## config.mk

```make
export PLATFORM = sky130hd
export DESIGN_NAME = lfu_cache_policy_core
export DESIGN_NICKNAME = d
export VERILOG_FILES = /design/src/lfu_pkg.sv /design/src/lfu_cache_policy_core.sv /design/src/lfu_entry_mem.sv /design/src/lfu_scan_unit.sv
export SDC_FILE = /design/constraint.sdc
export NUM_CORES = 2
export LEC_CHECK = 0
export BUFFER_PORTS_ARGS = -buffer_cell sky130_fd_sc_hd__buf_2
export CAP_MARGIN = 25
export CORE_UTILIZATION = 56
export DETAILED_ROUTE_END_ITERATION = 7
export PLACE_DENSITY = 0.75
export REMOVE_ABC_BUFFERS = 1
export SYNTH_ARGS = -nofsm -noshare
export SYNTH_HDL_FRONTEND = slang
export SYNTH_SLANG_ARGS = --single-unit
```

## constraint.sdc

```tcl
create_clock -name clk -period 12.29 [get_ports clk]
set_input_delay 2.458 -clock clk [delete_from_list [all_inputs] [get_ports clk]]
set_output_delay 2.458 -clock clk [all_outputs]
set_load 0.01 [all_outputs]
```

## src/lfu_pkg.sv

```systemverilog
// Shared types and constants for the LFU cache policy block.
// Used by every module under src; depends on nothing else.
package lfu_pkg;

	localparam int unsigned ENTRIES_DEF = 16;
	localparam int unsigned KEY_W       = 32;
	localparam int unsigned VALUE_W     = 32;
	localparam int unsigned COUNT_W     = 16;
	localparam int unsigned STAMP_W     = 48;
	localparam int unsigned CAP_W       = 5;

	localparam logic [COUNT_W-1:0] COUNT_MAX = '1;
	localparam logic [COUNT_W-1:0] COUNT_ONE = COUNT_W'(1);
	localparam logic [CAP_W-1:0]   CAP_RESET = CAP_W'(16);

	localparam logic ACT_GET = 1'b0;
	localparam logic ACT_PUT = 1'b1;

	typedef struct packed {
		logic                      action;
		logic signed [KEY_W-1:0]   key;
		logic signed [VALUE_W-1:0] value;
	} req_beat_t;

	typedef struct packed {
		logic                      hit;
		logic signed [VALUE_W-1:0] read_value;
		logic                      evicted;
	} rsp_beat_t;

	typedef struct packed {
		logic [KEY_W-1:0]   key;
		logic [VALUE_W-1:0] value;
		logic [COUNT_W-1:0] count;
		logic [STAMP_W-1:0] stamp;
	} entry_t;

	typedef struct packed {
		logic found;
		logic victim_found;
		logic free_found;
	} scan_flags_t;

	typedef enum logic [1:0] {
		ST_IDLE,
		ST_SCAN,
		ST_DRAIN,
		ST_COMMIT
	} state_t;

endpackage

```

## src/lfu_cache_policy_core.sv

```systemverilog
// LFU cache with least-recent tie-break: sequencer, valid bits and counters.
// An item is scanned one entry per cycle through the shared compare unit,
// then passes the drain and commit states, and commit waits while the held
// response is stalled; the next request is taken only back in idle.
// Reset clears the valid bits, occupancy and touch clock and sets capacity to 16.
module lfu_cache_policy_core import lfu_pkg::*; #(
	parameter int unsigned ENTRIES = ENTRIES_DEF
) (
	input  logic             clk,
	input  logic             arst_n,
	input  logic             req_valid,
	output logic             req_stall,
	input  req_beat_t        req,
	output logic             rsp_valid,
	input  logic             rsp_stall,
	output rsp_beat_t        rsp,
	input  logic             cfg_we,
	input  logic [CAP_W-1:0] cfg_wdata
);

	localparam int unsigned IDX_W = (ENTRIES > 1) ? $clog2(ENTRIES) : 1;
	localparam int unsigned CNT_W = $clog2(ENTRIES + 1);
	localparam int unsigned CMP_W = (CNT_W > CAP_W) ? CNT_W : CAP_W;
	localparam logic [CMP_W-1:0] ENTRIES_C = CMP_W'(ENTRIES);
	localparam logic [CNT_W-1:0] LAST_C    = CNT_W'(ENTRIES - 1);

	state_t             state_q, state_d;
	req_beat_t          req_q;
	rsp_beat_t          rsp_q, rsp_d;
	logic               rsp_valid_q;
	logic [CAP_W-1:0]   cap_q;
	logic [CNT_W-1:0]   occ_q, occ_d;
	logic [STAMP_W-1:0] clock_q;
	logic [ENTRIES-1:0] entry_valid_q;
	logic [CNT_W-1:0]   scan_cnt_q;
	logic               rd_vld_s1;
	logic [IDX_W-1:0]   rd_idx_s1;

	logic               accept;
	logic               rd_en;
	logic               scan_last;
	logic               commit;
	logic               wr_en;
	logic               mem_we;
	logic [IDX_W-1:0]   wr_idx;
	entry_t             wr_data;
	entry_t             rd_data;
	scan_flags_t        flags;
	logic [IDX_W-1:0]   found_idx;
	logic [VALUE_W-1:0] found_value;
	logic [COUNT_W-1:0] found_count;
	logic [IDX_W-1:0]   victim_idx;
	logic [IDX_W-1:0]   free_idx;
	logic [CMP_W-1:0]   cap_ext;
	logic [CMP_W-1:0]   cap_eff;
	logic [CMP_W-1:0]   occ_ext;
	logic [COUNT_W-1:0] count_inc;

	assign accept    = req_valid && !req_stall;
	assign scan_last = (scan_cnt_q == LAST_C);
	assign mem_we    = commit && wr_en;

	always_comb begin
		state_d   = state_q;
		req_stall = 1'b1;
		rd_en     = 1'b0;
		commit    = 1'b0;
		unique case (state_q)
			ST_IDLE: begin
				req_stall = 1'b0;
				if (req_valid) begin
					state_d = ST_SCAN;
				end
			end
			ST_SCAN: begin
				rd_en = 1'b1;
				if (scan_last) begin
					state_d = ST_DRAIN;
				end
			end
			ST_DRAIN: begin
				state_d = ST_COMMIT;
			end
			ST_COMMIT: begin
				if (!rsp_valid_q || !rsp_stall) begin
					commit  = 1'b1;
					state_d = ST_IDLE;
				end
			end
			default: begin
				state_d = ST_IDLE;
			end
		endcase
	end

	always_ff @(posedge clk or negedge arst_n) begin
		if (!arst_n) begin
			state_q <= ST_IDLE;
		end else begin
			state_q <= state_d;
		end
	end

	always_ff @(posedge clk or negedge arst_n) begin
		if (!arst_n) begin
			scan_cnt_q <= '0;
			rd_vld_s1  <= 1'b0;
		end else begin
			rd_vld_s1 <= rd_en;
			if (accept) begin
				scan_cnt_q <= '0;
			end else if (rd_en) begin
				scan_cnt_q <= scan_cnt_q + CNT_W'(1);
			end
		end
	end

	always_ff @(posedge clk) begin
		if (accept) begin
			req_q <= req;
		end
		if (rd_en) begin
			rd_idx_s1 <= scan_cnt_q[IDX_W-1:0];
		end
	end

	lfu_entry_mem #(
		.ENTRIES (ENTRIES),
		.IDX_W   (IDX_W)
	) u_mem (
		.clk     (clk),
		.wr_en   (mem_we),
		.wr_idx  (wr_idx),
		.wr_data (wr_data),
		.rd_en   (rd_en),
		.rd_idx  (scan_cnt_q[IDX_W-1:0]),
		.rd_data (rd_data)
	);

	lfu_scan_unit #(
		.ENTRIES (ENTRIES),
		.IDX_W   (IDX_W)
	) u_scan (
		.clk         (clk),
		.arst_n      (arst_n),
		.clear       (accept),
		.key         (req_q.key),
		.elem_vld    (rd_vld_s1),
		.elem_valid  (entry_valid_q[rd_idx_s1]),
		.elem_idx    (rd_idx_s1),
		.elem        (rd_data),
		.flags       (flags),
		.found_idx   (found_idx),
		.found_value (found_value),
		.found_count (found_count),
		.victim_idx  (victim_idx),
		.free_idx    (free_idx)
	);

	always_comb begin
		cap_ext   = CMP_W'(cap_q);
		cap_eff   = (cap_ext > ENTRIES_C) ? ENTRIES_C : cap_ext;
		occ_ext   = CMP_W'(occ_q);
		count_inc = (found_count == COUNT_MAX) ? found_count : found_count + COUNT_ONE;

		wr_en         = 1'b0;
		wr_idx        = found_idx;
		wr_data.key   = req_q.key;
		wr_data.value = found_value;
		wr_data.count = count_inc;
		wr_data.stamp = clock_q;
		occ_d         = occ_q;

		rsp_d.hit        = flags.found;
		rsp_d.read_value = '0;
		rsp_d.evicted    = 1'b0;

		if (req_q.action == ACT_GET) begin
			if (flags.found) begin
				wr_en            = 1'b1;
				rsp_d.read_value = found_value;
			end else begin
				rsp_d.read_value = '1;
			end
		end else if (cap_eff != '0) begin
			wr_data.value = req_q.value;
			if (flags.found) begin
				wr_en = 1'b1;
			end else begin
				wr_data.count = COUNT_ONE;
				if ((occ_ext >= cap_eff) && flags.victim_found) begin
					wr_en         = 1'b1;
					wr_idx        = victim_idx;
					rsp_d.evicted = 1'b1;
				end else if (flags.free_found) begin
					wr_en  = 1'b1;
					wr_idx = free_idx;
					occ_d  = occ_q + CNT_W'(1);
				end
			end
		end
	end

	always_ff @(posedge clk or negedge arst_n) begin
		if (!arst_n) begin
			cap_q         <= CAP_RESET;
			occ_q         <= '0;
			clock_q       <= '0;
			entry_valid_q <= '0;
			rsp_valid_q   <= 1'b0;
		end else begin
			if (cfg_we) begin
				cap_q <= cfg_wdata;
			end
			if (commit) begin
				rsp_valid_q <= 1'b1;
				occ_q       <= occ_d;
				if (wr_en) begin
					entry_valid_q[wr_idx] <= 1'b1;
					clock_q               <= clock_q + STAMP_W'(1);
				end
			end else if (!rsp_stall) begin
				rsp_valid_q <= 1'b0;
			end
		end
	end

	always_ff @(posedge clk) begin
		if (commit) begin
			rsp_q <= rsp_d;
		end
	end

	assign rsp_valid = rsp_valid_q;
	assign rsp       = rsp_q;

endmodule

```

## src/lfu_entry_mem.sv

```systemverilog
// Entry store: key, value, use count and last-touch stamp per slot.
// One write port and one registered read port; uses lfu_pkg.
module lfu_entry_mem import lfu_pkg::*; #(
	parameter int unsigned ENTRIES = ENTRIES_DEF,
	parameter int unsigned IDX_W   = (ENTRIES > 1) ? $clog2(ENTRIES) : 1
) (
	input  logic             clk,
	input  logic             wr_en,
	input  logic [IDX_W-1:0] wr_idx,
	input  entry_t           wr_data,
	input  logic             rd_en,
	input  logic [IDX_W-1:0] rd_idx,
	output entry_t           rd_data
);

	entry_t mem_q [ENTRIES];
	entry_t rd_data_q;

	always_ff @(posedge clk) begin
		if (wr_en) begin
			mem_q[wr_idx] <= wr_data;
		end
	end

	always_ff @(posedge clk) begin
		if (rd_en) begin
			rd_data_q <= mem_q[rd_idx];
		end
	end

	assign rd_data = rd_data_q;

endmodule

```

## src/lfu_scan_unit.sv

```systemverilog
// Shared compare unit: takes one entry per cycle and keeps the key match,
// the eviction victim and the lowest free slot. Uses lfu_pkg.
module lfu_scan_unit import lfu_pkg::*; #(
	parameter int unsigned ENTRIES = ENTRIES_DEF,
	parameter int unsigned IDX_W   = (ENTRIES > 1) ? $clog2(ENTRIES) : 1
) (
	input  logic               clk,
	input  logic               arst_n,
	input  logic               clear,
	input  logic [KEY_W-1:0]   key,
	input  logic               elem_vld,
	input  logic               elem_valid,
	input  logic [IDX_W-1:0]   elem_idx,
	input  entry_t             elem,
	output scan_flags_t        flags,
	output logic [IDX_W-1:0]   found_idx,
	output logic [VALUE_W-1:0] found_value,
	output logic [COUNT_W-1:0] found_count,
	output logic [IDX_W-1:0]   victim_idx,
	output logic [IDX_W-1:0]   free_idx
);

	scan_flags_t        flags_q;
	logic [IDX_W-1:0]   found_idx_q;
	logic [VALUE_W-1:0] found_value_q;
	logic [COUNT_W-1:0] found_count_q;
	logic [IDX_W-1:0]   victim_idx_q;
	logic [COUNT_W-1:0] victim_count_q;
	logic [STAMP_W-1:0] victim_stamp_q;
	logic [IDX_W-1:0]   free_idx_q;
	logic               take_match;
	logic               take_victim;
	logic               take_free;

	always_comb begin
		take_match  = elem_vld && elem_valid && !flags_q.found && (elem.key == key);
		take_victim = elem_vld && elem_valid &&
			(!flags_q.victim_found || (elem.count < victim_count_q) ||
			 ((elem.count == victim_count_q) && (elem.stamp < victim_stamp_q)));
		take_free   = elem_vld && !elem_valid && !flags_q.free_found;
	end

	always_ff @(posedge clk or negedge arst_n) begin
		if (!arst_n) begin
			flags_q <= '0;
		end else if (clear) begin
			flags_q <= '0;
		end else begin
			if (take_match) begin
				flags_q.found <= 1'b1;
			end
			if (take_victim) begin
				flags_q.victim_found <= 1'b1;
			end
			if (take_free) begin
				flags_q.free_found <= 1'b1;
			end
		end
	end

	always_ff @(posedge clk) begin
		if (take_match) begin
			found_idx_q   <= elem_idx;
			found_value_q <= elem.value;
			found_count_q <= elem.count;
		end
		if (take_victim) begin
			victim_idx_q   <= elem_idx;
			victim_count_q <= elem.count;
			victim_stamp_q <= elem.stamp;
		end
		if (take_free) begin
			free_idx_q <= elem_idx;
		end
	end

	assign flags       = flags_q;
	assign found_idx   = found_idx_q;
	assign found_value = found_value_q;
	assign found_count = found_count_q;
	assign victim_idx  = victim_idx_q;
	assign free_idx    = free_idx_q;

endmodule

```

== Word level (Yosys, flattened, before mapping) ==
Memory sizes are Yosys's and may differ from the RTL's. A register that Yosys moved wholly into a read port is not among the register bits.
Cells that the tools add are included.

* Magnitude comparators: 7
* Muxes and demuxes: 40
* $add $sub $neg: 4
* Shift operators: 0
* Multipliers: 0
* Bitwise logic cells: 5
* Divide/modulo/power cells: 0
* Equal/unequal tests: 11
* Reduce and logical (&&, ||, !) cells: 30

{| class="wikitable"
|+ Operator list
! operator !! number
|-
| two-way mux 48 bit || 2
|-
| adder 48 x 1 -> 48 bit (second input constant) || 1
|-
| less-than comparator 48 bit || 1
|-
| equality test 32 bit || 1
|-
| two-way mux 16 bit || 2
|-
| two-way mux 32 bit || 1
|-
| two-way mux 1 bit || 20
|-
| two-way mux 4 bit || 5
|-
| adder 16 x 1 -> 16 bit (second input constant) || 1
|-
| equality test 16 bit || 1
|-
| equality test 16 bit (second input constant) || 1
|-
| less-than comparator 16 bit || 1
|-
| bitwise OR 16 bit || 1
|-
| two-way mux 5 bit || 3
|-
| logical AND 1 bit || 11
|-
| adder 5 x 1 -> 5 bit (second input constant) || 2
|-
| less-than comparator 4 x 5 -> 1 bit (second input constant) || 2
|-
| case mux 2 bit (4 select lines) || 1
|-
| nonzero test 2 bit || 4
|-
| logical NOT 1 bit || 6
|-
| two-way mux 2 bit || 3
|-
| != test 2 bit (second input constant) || 3
|-
| AND reduction 6 bit || 1
|-
| equality test 5 x 4 -> 1 bit (second input constant) || 1
|-
| 16 further kinds || 22
|}

* Output and inout bits: 36
* Bits of input ports: 75
* Memory bits (read-only): 0
* Memories kept: 1
* Bits in latches: 0
* Word-level logic and storage cells: 123
* Register bits after elaboration: 313
* Bits in writable memories: 2048

{| class="wikitable"
|+ Memories
! memory !! depth !! width !! read ports !! clocked after memory_dff !! write ports !! line !! source
|-
| u_mem.mem_q || 16 || 128 || 1 || 1 || 1 || lfu_entry_mem.sv:16 || <nowiki>entry_t mem_q [ENTRIES];</nowiki>
|}

== Logic depth before layout (Yosys ltp) ==
* Depth in word-level cells: 13
* Gate-level depth with buffers: 11
* Depth with buffers taken out: 9

== Hierarchy ==
A second synthesis with hierarchy kept.

* Cell total of the unflattened synthesis: 4433
* Area, all modules: 94838.5 µm²

{| class="wikitable"
|+ Modules (own cells, without submodules)
! module !! times used !! area an instance (µm²) !! cells an instance
|-
| lfu_entry_mem || 1 || 80612.3 || 3365
|-
| lfu_cache_policy_core || 1 || 8443.1 || 662
|-
| lfu_scan_unit || 1 || 5783.0 || 406
|}

== Worst setup path after synthesis ==
Ideal clock, no wire load.

* Path kind: input -> register
* From: input port rsp_stall
* To: memory u_mem.mem_q[10][0] in the netlist's numbering, enable pin
* Path buffers: 2
* Data arrival time: 12.174 ns
* Required time: 11.517 ns
* Setup slack: -0.657 ns
* Stages: 8
* Setup time: 0.773 ns
* Cell sequence: nand2_1 > nand2_1 > a21oi_2 > and2_1 > buf_6 > o221ai_2 > buf_4 > nor3_1

* Cells in the longest elaborated chain, start to end: 7

{| class="wikitable"
|+ Ends and longest elaborated chain
! what !! line !! source
|-
| start: declaration || lfu_cache_policy_core.sv:15 || <nowiki>input logic rsp_stall,</nowiki>
|-
| logical NOT 1 bit || -- ||
|-
| logical OR 1 bit || lfu_cache_policy_core.sv:85 || <nowiki>if (!rsp_valid_q || !rsp_stall) begin</nowiki>
|-
| two-way mux 1 bit || lfu_cache_policy_core.sv:85 ||
|-
| two-way mux 1 bit || lfu_cache_policy_core.sv:68 || <nowiki>unique case (state_q)</nowiki>
|-
| logical AND 1 bit || lfu_cache_policy_core.sv:61 || <nowiki>assign mem_we = commit && wr_en;</nowiki>
|-
| two-way mux 1 bit || lfu_entry_mem.sv:20 || <nowiki>if (wr_en) begin</nowiki>
|-
| two-way mux 1 bit (not written as such) || lfu_entry_mem.sv:21 || <nowiki>mem_q[wr_idx] <= wr_data;</nowiki>
|-
| end: declaration || lfu_entry_mem.sv:16 ||
|}

No other way between the ends.

== Final worst setup path ==
* From: input port rsp_stall
* To: memory u_mem.mem_q[6][112] in the netlist's numbering, enable pin

The elaborated chain is that of the path after synthesis.

==> flow_metrics.py <==
metrics = {
    "placed_design": {
        "hpwl_microns": 90000,
        "place.gp.congestion": 0.748,
        "port_buffers": 110,
        "place_area_sq_um": 98100,
    },
    "clock_tree": {
        "cts_buffers": 229,
        "cts_tree": "yes",
        "cts_root_buffer": "clkbuf_16",
        "postCtsResizedCells": 0,
        "postCtsSetupBuffers": 0,
        "worstSkewPairLatency_ns": 0.88,
        "ctsHoldBuffers": 0,
        "cts_buffer_depth": 3,
        "numClockSinks": 2489,
        "path_clk_slew_ns": 0.06,
        "htreeDepth": 4,
    },
    "global_routing": {
        "grt_use_total_pct": 23.7,
        "antenna_found_initial": 4,
        "grt_pass1_vias": 44487,
        "globalRouteOverflowTotal": 0,
        "grt_max_degree": 143,
        "grt_first_pass_wirelength_microns": 293000,
    },
    "worst_setup_path": {
        "critical-path-slowest-cell": "buf_4",
        "worstSetupEndpoint": "u_mem.mem_q[6][112]",
        "crit_chain": "buf_2, nand2_1, nand2_1, a21oi_2, and2_1, a2bb2oi_4, nor3_2, buf_4, buf_4",
        "reg2reg_to": "u_mem.mem_q[6][112]",
        "startpoint": "rsp_stall",
        "worstPathRequired_ns": 12.74,
        "endpoint_kind": "flip-flop",
        "worstPathMaxFanout": 48,
        "r2r_cells": 10,
        "r2r_slack_ns": 6.80,
        "r2r_start": "cap_ext[4]",
        "critical_path_arrival_ns": 6.42,
        "cp-start-kind": "primary input",
        "cp_slowest_stage_delay_ns": 0.86,
        "crit_type": "primary input to flip-flop",
    },
    "sta": {
        "worst_pin_slew_ns": 1.11,
        "timing.slew.headroom_pct": 25.9,
        "setup_viol": 0,
        "hold_violations": 0,
        "skew_ns": 0.0819,
        "fmax_mhz": 168,
        "min_period_over_period_pct": 48.6,
        "rsz0062_at_grt": "false",
        "holdWs_ns": 0.421,
        "maxSlewViolCount": 0,
        "fin_crit_ns": 5.97,
    },
    "die": {
        "die_h_microns": 413,
        "initial_core_util_pct": 56.5,
        "design.die.area_sq_um": 171000,
        "rows": 150,
        "ioPinCount": 111,
        "coreArea_sq_um": 167000,
        "die_w_microns": 413,
    },
    "synthesis": {
        "avgSynthCellArea_sq_um": 23.4,
        "synth_edf_count": 2403,
        "yosysTopAreaCell": "edfxtp_1",
        "synth.area.top_cells": "edfxtp_1 (76%), mux4_2 (15%), dfrtp_1 (2.2%)",
        "synth_top_area_share_pct": 76.2,
        "ys_types": 60,
        "ys_seq_elements": 2489,
        "seq_area_frac_synth_pct": 78.5,
        "synth_ff_type": "edfxtp_1",
        "async_reset_ff_share_pct": 3.46,
        "synth_cells": 4049,
        "ys.warnings.count": 0,
        "syn-cell-area_sq_um": 94700,
    },
    "drt": {
        "vias": 42578,
        "wl_met2_microns": 99900,
        "routed_via_density": 6.37,
        "wl_microns": 200000,
        "drt_pass1_iterations": 5,
        "met1_length_microns": 79800,
        "wl_met3_microns": 15900,
        "drt_first_iter_violations": 4788,
        "wire_per_inst_microns": 29.9,
        "top_layer": "met5",
        "drc": 0,
        "ant_nets": 0,
    },
    "status": {
        "outcome": "finished, final reports clean",
    },
    "flow_run": {
        "cap_viol_max_count": 0,
    },
    "final_layout": {
        "layout-drive-gt1-share_pct": 27.2,
        "layout.nets": 4436,
        "final_util_pct": 63.1,
        "area_delta_synth_final_pct": 11.6,
        "n_fill_cell": 10601,
        "postLayoutCellArea_sq_um": 106000,
    },
    "pwr": {
        "vdd_drop_max_uv": 248,
        "p_per_area_nw_per_um2": 205,
        "p_leak_uw": 0.0345,
    },
    "worst_hold_path": {
        "hold_path_class": "flip-flop to flip-flop",
    },
}
==> through the flow <==
step                worst slack [ns]   TNS, ns  total power, uW  instances
finish                          6.32         0            21700       6681
global route                    6.18         0            22400       6677
CTS                             6.34         0            21800       6674
detailed placement              5.45         0            14800       6253
global placement                5.52         0            14700       6251
floorplan                      -9.53  -2514.44            15000       3880
==> critical path: cells and delay by family <==
family / cells / cell delay [ns]
buf+inv: 3 / 1.73
simple gates: 4 / 1.48
compound gates: 2 / 0.66
==> worst min path at each step <==
stage | start | endpoint | slack [ns] | cells after the start
after floorplan | u_mem.rd_data[64] | u_scan.found_value[0] | 0.40 | 0
after global placement | u_mem.rd_data[71] | u_scan.found_value[7] | 0.40 | 0
after detailed placement | u_mem.rd_data[88] | u_scan.found_value[24] | 0.40 | 0
after CTS | u_mem.rd_data[93] | u_scan.found_value[29] | 0.42 | 0
after global routing | u_mem.rd_data[93] | u_scan.found_value[29] | 0.43 | 0
final | u_mem.rd_data[93] | u_scan.found_value[29] | 0.42 | 0
==> layer usage <==
layer,GRT usage (%),vias up
met5,0,-
met4,5.90,6
met3,4.26,307
met2,38.3,2012
met1,34.0,22780
li1,-,17473
==> state kept, by name, summed over array words and instances (netlist names), 5 cells and up <==
name and count:
u_mem.mem_q 2048, u_mem.rd_data 128, req_q 65, clock_q 48
u_scan.victim_stamp_q 48, rsp 34, u_scan.found_value 32, entry_valid_q 16
u_scan.found_count 16, u_scan.victim_count_q 16, cap_ext 5, occ_ext 5
scan_cnt_q 5
==> synth_stat cells (all sizes together) (11+ instances only) <==
master / n
clkbuf: 103
mux2: 41
and3: 15
nand3: 28
nand2: 48
inv: 134
nor3: 32
o31ai: 17
xnor2: 43
nand4: 38
buf: 66
mux4: 645
ha: 78
edfxtp: 2403
nor2: 45
xor2: 55
dfrtp: 85
a21oi: 64
nor4: 11
==> kinds of logic after synthesis <==
family          share of synthesized area (%)
flops                                    78.5
mux                                      15.9
buf+inv                                  1.29
simple gates                             1.43
compound gates                          0.957
xor+xnor                                0.907
fa+ha+maj                                1.03
==> layout make-up <==
type | instances | area (sq um) | share of cell area (%)
antenna | 4 | 10.0 | 0.00947
multi-input combinational | 1257 | 19200 | 18.2
inverter | 134 | 503 | 0.476
clock inverter | 137 | 1480 | 1.40
sequential | 2489 | 74300 | 70.3
timing repair buffer | 172 | 1340 | 1.26
tap | 2204 | 2760 | 2.61
clock buffer | 284 | 6020 | 5.69
==> where the power goes <==
group | switching (uW) | total, uW | leakage (uW) | internal, uW
combinational | 2130 | 4180 | 0.00729 | 2050
sequential | 367 | 10400 | 0.0236 | 10100
clock | 3100 | 7030 | 0.00363 | 3930
==> placed cells by master (no fill, tap or decap), types with 9 or more instances in the layout <==
| cell | Yosys | final |
|---|---|---|
| buf_4 | 2 | 37 |
| mux4_2 | 645 | 645 |
| dfrtp_1 | 85 | 80 |
| mux2_2 | 41 | 41 |
| edfxtp_1 | 2403 | 2403 |
| clkinv_2 | 0 | 38 |
| clkinv_1 | 0 | 55 |
| ha_1 | 78 | 77 |
| nor2_1 | 45 | 45 |
| clkbuf_1 | 103 | 48 |
| clkbuf_16 | 0 | 230 |
| clkinv_16 | 0 | 10 |
| o31ai_1 | 16 | 16 |
| nand2b_1 | 9 | 9 |
| bufinv_16 | 0 | 21 |
| nor4_1 | 11 | 11 |
| and2_1 | 10 | 9 |
| nor3_1 | 32 | 16 |
| inv_1 | 134 | 133 |
| a21oi_1 | 63 | 63 |
| xor2_1 | 55 | 55 |
| nand3_1 | 28 | 28 |
| nand4_1 | 37 | 37 |
| nor3_2 | 0 | 16 |
| nand2_1 | 48 | 48 |
| o21ai_0 | 9 | 9 |
| buf_2 | 53 | 110 |
| and4_1 | 9 | 9 |
| xnor2_1 | 43 | 43 |
| buf_12 | 0 | 24 |
| and3_1 | 15 | 14 |
No activity file was read; power rests on OpenSTA's default activity.
